**src/rtl/gpdf_pkg.sv**
```systemverilog
// Shared types and constants for the normal density / cumulative area evaluator.
// Used by gpdf_recip, gpdf_exp, gaussian_pdf_cdf_eval_top and the testbench; no dependencies.
package gpdf_pkg;

  // configuration register select (paddr[2])
  localparam logic REG_MEAN      = 1'b0;
  localparam logic REG_INV_SIGMA = 1'b1;

  // fixed-point constants
  localparam logic [30:0] INV_SQRT_2PI_Q32 = 31'd1713444047;
  localparam logic [29:0] P_Q32            = 30'd994894385;
  localparam logic [31:0] LN2_Q32          = 32'd2977044472;
  localparam logic [26:0] LOG2E_Q26        = 27'd96817626;

  localparam logic signed [33:0] B1_Q30 = 34'sd342933307;
  localparam logic signed [33:0] B2_Q30 = -34'sd382857446;
  localparam logic signed [33:0] B3_Q30 = 34'sd1912847370;
  localparam logic signed [33:0] B4_Q30 = -34'sd1955558716;
  localparam logic signed [33:0] B5_Q30 = 34'sd1428371292;

  // ceil(2^36 / k): exact floor division by k for dividends below 2^32
  localparam int RECIP_SH = 36;
  localparam logic [35:0] RECIP_TAB [2:13] = '{
    36'd34359738368, 36'd22906492246, 36'd17179869184, 36'd13743895348,
    36'd11453246123, 36'd9817068106,  36'd8589934592,  36'd7635497416,
    36'd6871947674,  36'd6247225158,  36'd5726623062,  36'd5286113596
  };

  // reciprocal divider: 31 quotient bits, four per stage
  localparam int Q_BITS      = 31;
  localparam int DIV_STEPS   = 4;
  localparam int DIV_STAGES  = (Q_BITS + DIV_STEPS - 1) / DIV_STEPS;

  // exponential: two setup stages, two per Taylor term, one final
  localparam int EXP_TERMS   = 13;
  localparam int EXP_LAT     = 2 + 2 * EXP_TERMS + 1;

  // front stages, divider, exponential, polynomial/output stages
  localparam int LATENCY     = 5 + DIV_STAGES + EXP_LAT + 7;

  typedef struct packed {
    logic        req;
    logic        zneg;
    logic [38:0] u;
  } recip_tag_t;

  typedef struct packed {
    logic        req;
    logic        zneg;
    logic [30:0] t;
  } exp_tag_t;

endpackage

```
**src/rtl/gpdf_recip.sv**
```systemverilog
// Pipelined restoring divider: t = 2^46 / den, one quotient bit per step.
// Depends on gpdf_pkg; a sideband tag travels with each request.
module gpdf_recip #(
  parameter int TAG_W = 8
) (
  input  logic              clk,
  input  logic              rst_n,
  input  logic              in_valid,
  input  logic [18:0]       in_den,
  input  logic [TAG_W-1:0]  in_tag,
  output logic              out_valid,
  output logic [30:0]       out_t,
  output logic [TAG_W-1:0]  out_tag
);
  import gpdf_pkg::*;

  logic              v_r   [DIV_STAGES];
  logic [18:0]       rem_r [DIV_STAGES];
  logic [30:0]       q_r   [DIV_STAGES];
  logic [18:0]       den_r [DIV_STAGES];
  logic [TAG_W-1:0]  tag_r [DIV_STAGES];
  logic [18:0]       rem_nxt [DIV_STAGES];
  logic [30:0]       q_nxt   [DIV_STAGES];

  always_comb begin
    logic [19:0] r;
    logic [30:0] q;
    logic [18:0] dv;
    for (int s = 0; s < DIV_STAGES; s++) begin
      // 2^46 / den: bits above quotient bit 30 are zero since den >= 2^16
      r  = (s == 0) ? 20'h08000 : {1'b0, rem_r[(s == 0) ? 0 : s - 1]};
      q  = (s == 0) ? '0 : q_r[(s == 0) ? 0 : s - 1];
      dv = (s == 0) ? in_den : den_r[(s == 0) ? 0 : s - 1];
      for (int j = 0; j < DIV_STEPS; j++) begin
        if (s * DIV_STEPS + j < Q_BITS) begin
          r = {r[18:0], 1'b0};
          if (r >= {1'b0, dv}) begin
            r = r - {1'b0, dv};
            q = {q[29:0], 1'b1};
          end else begin
            q = {q[29:0], 1'b0};
          end
        end
      end
      rem_nxt[s] = r[18:0];
      q_nxt[s]   = q;
    end
  end

  always_ff @(posedge clk) begin
    if (!rst_n) begin
      for (int s = 0; s < DIV_STAGES; s++) v_r[s] <= 1'b0;
    end else begin
      v_r[0] <= in_valid;
      for (int s = 1; s < DIV_STAGES; s++) v_r[s] <= v_r[s-1];
    end
  end

  always_ff @(posedge clk) begin
    den_r[0] <= in_den;
    tag_r[0] <= in_tag;
    for (int s = 1; s < DIV_STAGES; s++) begin
      den_r[s] <= den_r[s-1];
      tag_r[s] <= tag_r[s-1];
    end
    for (int s = 0; s < DIV_STAGES; s++) begin
      rem_r[s] <= rem_nxt[s];
      q_r[s]   <= q_nxt[s];
    end
  end

  assign out_valid = v_r[DIV_STAGES-1];
  assign out_t     = q_r[DIV_STAGES-1];
  assign out_tag   = tag_r[DIV_STAGES-1];

endmodule

```
**config.mk**
```make
export PLATFORM = sky130hd
export DESIGN_NAME = gpdf_recip
export DESIGN_NICKNAME = d
export VERILOG_FILES = /design/src/rtl/gpdf_pkg.sv /design/src/rtl/gpdf_recip.sv
export SDC_FILE = /design/constraint.sdc
export NUM_CORES = 2
export LEC_CHECK = 0
export ABC_AREA = 1
export BUFFER_PORTS_ARGS = -buffer_cell sky130_fd_sc_hd__buf_4
export CAP_MARGIN = 10
export CORE_MARGIN = 3
export CORE_UTILIZATION = 30
export DETAILED_ROUTE_END_ITERATION = 10
export PLACE_DENSITY_LB_ADDON = 0.15
export SLEW_MARGIN = 15
export SYNTH_ARGS = -nofsm -noshare
export SYNTH_HDL_FRONTEND = slang
export SYNTH_SLANG_ARGS = --single-unit
```
**constraint.sdc**
```tcl
create_clock -name clk -period 11.75 [get_ports clk]
set_input_delay 2.35 -clock clk [delete_from_list [all_inputs] [get_ports clk]]
set_output_delay 2.35 -clock clk [all_outputs]
set_load 0.01 [all_outputs]
```
; ---- After elaboration in Yosys (flattened, before gate mapping)
; Memory sizes are Yosys's and may differ from the RTL's.
; Cells that the tools add are included.
[totals]
register_bits = 0
ramBits = 624
inputBits = 30
output_inout_bits = 40
word_cells = 147
n_memories = 5
[memory_table]
columns = name, words, word_bits, read_ports, rd_clocked_by_memory_dff, write_ports, line_no
row1 = q_r, 8, 31, 8, 0, 8, gpdf_recip.sv:19  ; logic [30:0] q_r [DIV_STAGES];
row2 = den_r, 8, 19, 7, 0, 8, gpdf_recip.sv:20  ; logic [18:0] den_r [DIV_STAGES];
row3 = rem_r, 8, 19, 7, 0, 8, gpdf_recip.sv:18  ; logic [18:0] rem_r [DIV_STAGES];
row4 = tag_r, 8, 8, 8, 0, 8, gpdf_recip.sv:21  ; logic [TAG_W-1:0] tag_r [DIV_STAGES];
row5 = v_r, 8, 1, 8, 0, 8, gpdf_recip.sv:17  ; logic v_r [DIV_STAGES];
[classes]
n_addsub = 31
n_lt_le_gt_ge = 31
n_mux = 72
bitwise = 8
[op_table]
columns = op, n
row1 = 20-bit by 19-bit >= comparator with 1-bit output, 30
row2 = 19-bit two-way mux, 31
row3 = 19-bit subtractor, 30
row4 = 1-bit two-way mux, 41
row5 = 17-bit by 19-bit >= comparator with 1-bit output (first input constant), 1
row6 = 17-bit by 19-bit subtractor with 19-bit output (first input constant), 1
row7 = 1-bit OR, 8

; ---- Longest topological paths before layout
; An unclocked memory read counts as a cell.
[logic_depth]
ltp_word = 9
ltp_mapped = 60
mapped_depth_nobuf = 56

; ---- Least setup slack after synthesis
; Ideal clock, no wire load.
[synth_path]
path_kind = input-to-reg
start = input in_den[0]
end = memory rem_r[0][0]
setup_ps = 129
arrival_ps = 8737
required_time_ps = 11621
setup_slack_ps = 2883
cell_stages = 36
path_buffers = 4
cell_sequence = buf_2 -> inv_1 -> clkbuf_1 -> ha_1 -> nand3_1 -> nor4_1 -> nand3_1 -> nand3_1 -> inv_1 -> ha_1 -> a21oi_1 -> o21ai_0 -> a21oi_1 -> nand3_1 -> nand2_1 -> nand2_1 -> buf_2 -> o21ai_0 -> ha_1 -> a21oi_1 -> o21ai_1 -> a21oi_1 -> o21ai_1 -> a21boi_0 -> o21bai_1 -> xnor2_1 -> o21ai_0 -> ha_1 -> a21o_1 -> a221oi_1 -> nand3_1 -> a21oi_1 -> nand2_1 -> nor2_4 -> buf_4 -> nor2_1
[synth_lines]
columns = item, line_no
row1 = "start, declared", gpdf_recip.sv:9  ; input logic [18:0] in_den,
row2 = "end, declared", gpdf_recip.sv:18

==> results_dict.tcl <==
set metrics [dict create \
    top_layer_used "met4" \
    layout_commonest_cell "nand2_1" \
    syn_nets 7723 \
    drc 0 \
    path_clk_slew_ps 70 \
    ys_seq_elements 481 \
    die_area_mm2 0.158 \
    finClkSkew_ps 41.2 \
    final.setup.tns_ps 0 \
    ios 70 \
    netlist.area_leader.share_pct 21.0 \
    cts_resized 0 \
    multi_input_area_mm2 0.0325 \
    antenna_found_initial 1 \
    grt_setup_unrepaired "no" \
    clock_latency_ps 670 \
    ys_seq_area_share_pct 21.0 \
    port_buffers 69 \
    endpoint_kind "register" \
    synth_area_leaders "dfxtp_1 (21%), nand2_1 (18%), ha_1 (15%)" \
    nFillCells 16700 \
    synth_cells 7138 \
    wire_per_inst_um 17.0 \
    syn2layout_area_growth_pct 10.4 \
    worstMarginPinSlew_ps 854 \
    crit_family "simple AND/OR/NAND/NOR gates" \
    drt_pre_antenna_iters 6 \
    grt-ovfl-total 0 \
    clock_sinks 481 \
    routed_wl_um 157000 \
    met3_length_um 6120 \
    setup_viol 0 \
    cts-root-buf "clkbuf_16" \
    drt-met1-wl_um 74300 \
    hold_violations 0 \
    crit_type "register to register" \
    slew_headroom_pct 42.4 \
    synth_area_mm2 0.0459 \
    cpMostUsedCell "nand2_1" \
    synth_ff_type "dfxtp_1" \
    period_minus_slack_ps 9930 \
    fmax_mhz 101 \
    track_usage_pct 19.3 \
    slowest_stage "fa_1" \
    grt_pass1_wl_um 243000 \
    final_antenna_net_count 0 \
    synth_warnings 0 \
    wl_met2_um 72700 \
    place.gp.congestion 0.926 \
    route.vias.total 45200 \
    drive_gt1_share_pct 5.45 \
    async_reset_ff_share_pct 0 \
    numCtsBuffers 59 \
    die_x_um 397 \
    rows 142 \
    initial_core_util_pct 30.4 \
    cts_hold_buf 0 \
    crit_required_ps 12310 \
    die_h_um 397 \
    maxCapViolCount 0 \
    cp_max_fo 18 \
    final_max_slew_viol_count 0 \
    core_mm2 0.151 \
    synth-edff-count 0 \
    htree_levels 2 \
    cp-start-kind "register" \
    viasPerCell 4.89 \
    register_area_mm2 0.00963 \
    fin_crit_sh_pct 84.5 \
    syn-mean-instance-area_um2 6.43 \
    drt-initial-drc-count 3102 \
    grt_pass1_vias 43100 \
    outcome "finished clean" \
    nets 7765 \
    yosys.area.top_type "dfxtp_1" \
    layout_common_cells "nand2_1 (2247), inv_1 (800), a21oi_1 (553)" \
    cts_tree "done" \
    synth_cell_type_count 62 \
    dp_hpwl_um 130000 \
    worstHoldPathType "register to register" \
    crit_arrival_ps 10490 \
    cts_buffer_depth 3 \
    cp.buffers_inverters 7 \
    critPathMaxStageDelay_ps 570 \
    grt_max_degree 30 \
    postCtsSetupBuffers 0 \
]
## Yosys cell counts (37+ instances only)
library cell	instances
inv_1	800
xor2_1	224
o21bai_1	57
nand2_1	2247
o21ai_0	403
nor2_1	489
nand3_1	378
ha_1	548
nand4_1	106
a31oi_1	37
dfxtp_1	481
buf_2	49
a21o_1	50
o21ai_1	41
a21oi_1	554
xnor2_1	209
nor3_1	57
## worst paths after layout
path | slack (ps) | to | depth (start not counted) | startpoint
hold / removal | 310 | tag_r[1][9]$_DFF_P_ | 0 | tag_r[1][1]$_DFF_P_
hold reg to reg | 310 | tag_r[1][9]$_DFF_P_ | 0 | tag_r[1][1]$_DFF_P_
setup / recovery | 1820 | rem_r[1][9]$_DFF_P_ | 49 | den_r[0][1]$_DFF_P_
setup reg to reg | 1820 | rem_r[1][9]$_DFF_P_ | 49 | den_r[0][1]$_DFF_P_
## sequential cells by signal, indices dropped and copies added (netlist names)
name / flops
q_r: 143
den_r: 133
rem_r: 133
tag_r: 64
v_r: 8
## stage by stage
stage / util [%] / instances / setup slack [ps] / hold slack, ps / area [µm²]
finish: 33.6 / 9247 / 1820 / 309 / 50600
global route: 33.6 / 9246 / 934 / 321 / 50600
CTS: 33.6 / 9246 / 1780 / 316 / 50600
detailed placement: 32.1 / 9135 / 1310 / 312 / 48400
global placement: 32.1 / 9135 / 1430 / 310 / 48400
floorplan: - / 7138 / 2880 / 310 / 45900
## layer usage
| metal | vias to the layer above | GRT usage (%) |
|---|---|---|
| li1 | 23500 | - |
| met1 | 20600 | 26.2 |
| met2 | 956 | 32.9 |
| met3 | 172 | 1.71 |
| met4 | 0 | 4.68 |
| met5 | - | 0 |
## kinds of logic after synthesis
| logic type | synth area share, % |
|---|---|
| buffers and inverters | 8.28 |
| AND/OR/NAND/NOR | 32.4 |
| XOR/XNOR | 8.26 |
| adder cells (fa/ha/maj) | 15.2 |
| flip-flops | 21.0 |
| AO/OA/AOI/OAI | 14.8 |
## layout make-up
| type | count | area share (%) |
|---|---|---|
| inverters | 832 | 6.18 |
| multi-input cells | 5717 | 64.1 |
| clock inverters | 45 | 1.31 |
| flip-flops and latches | 481 | 19.0 |
| well taps | 2016 | 4.98 |
| diodes | 1 | 0.00494 |
| clock buffers | 66 | 3.09 |
| repair buffers | 89 | 1.32 |
Power is not shown: default switching activity piles up to over one toggle a cycle in this logic, so the estimate is an artifact.
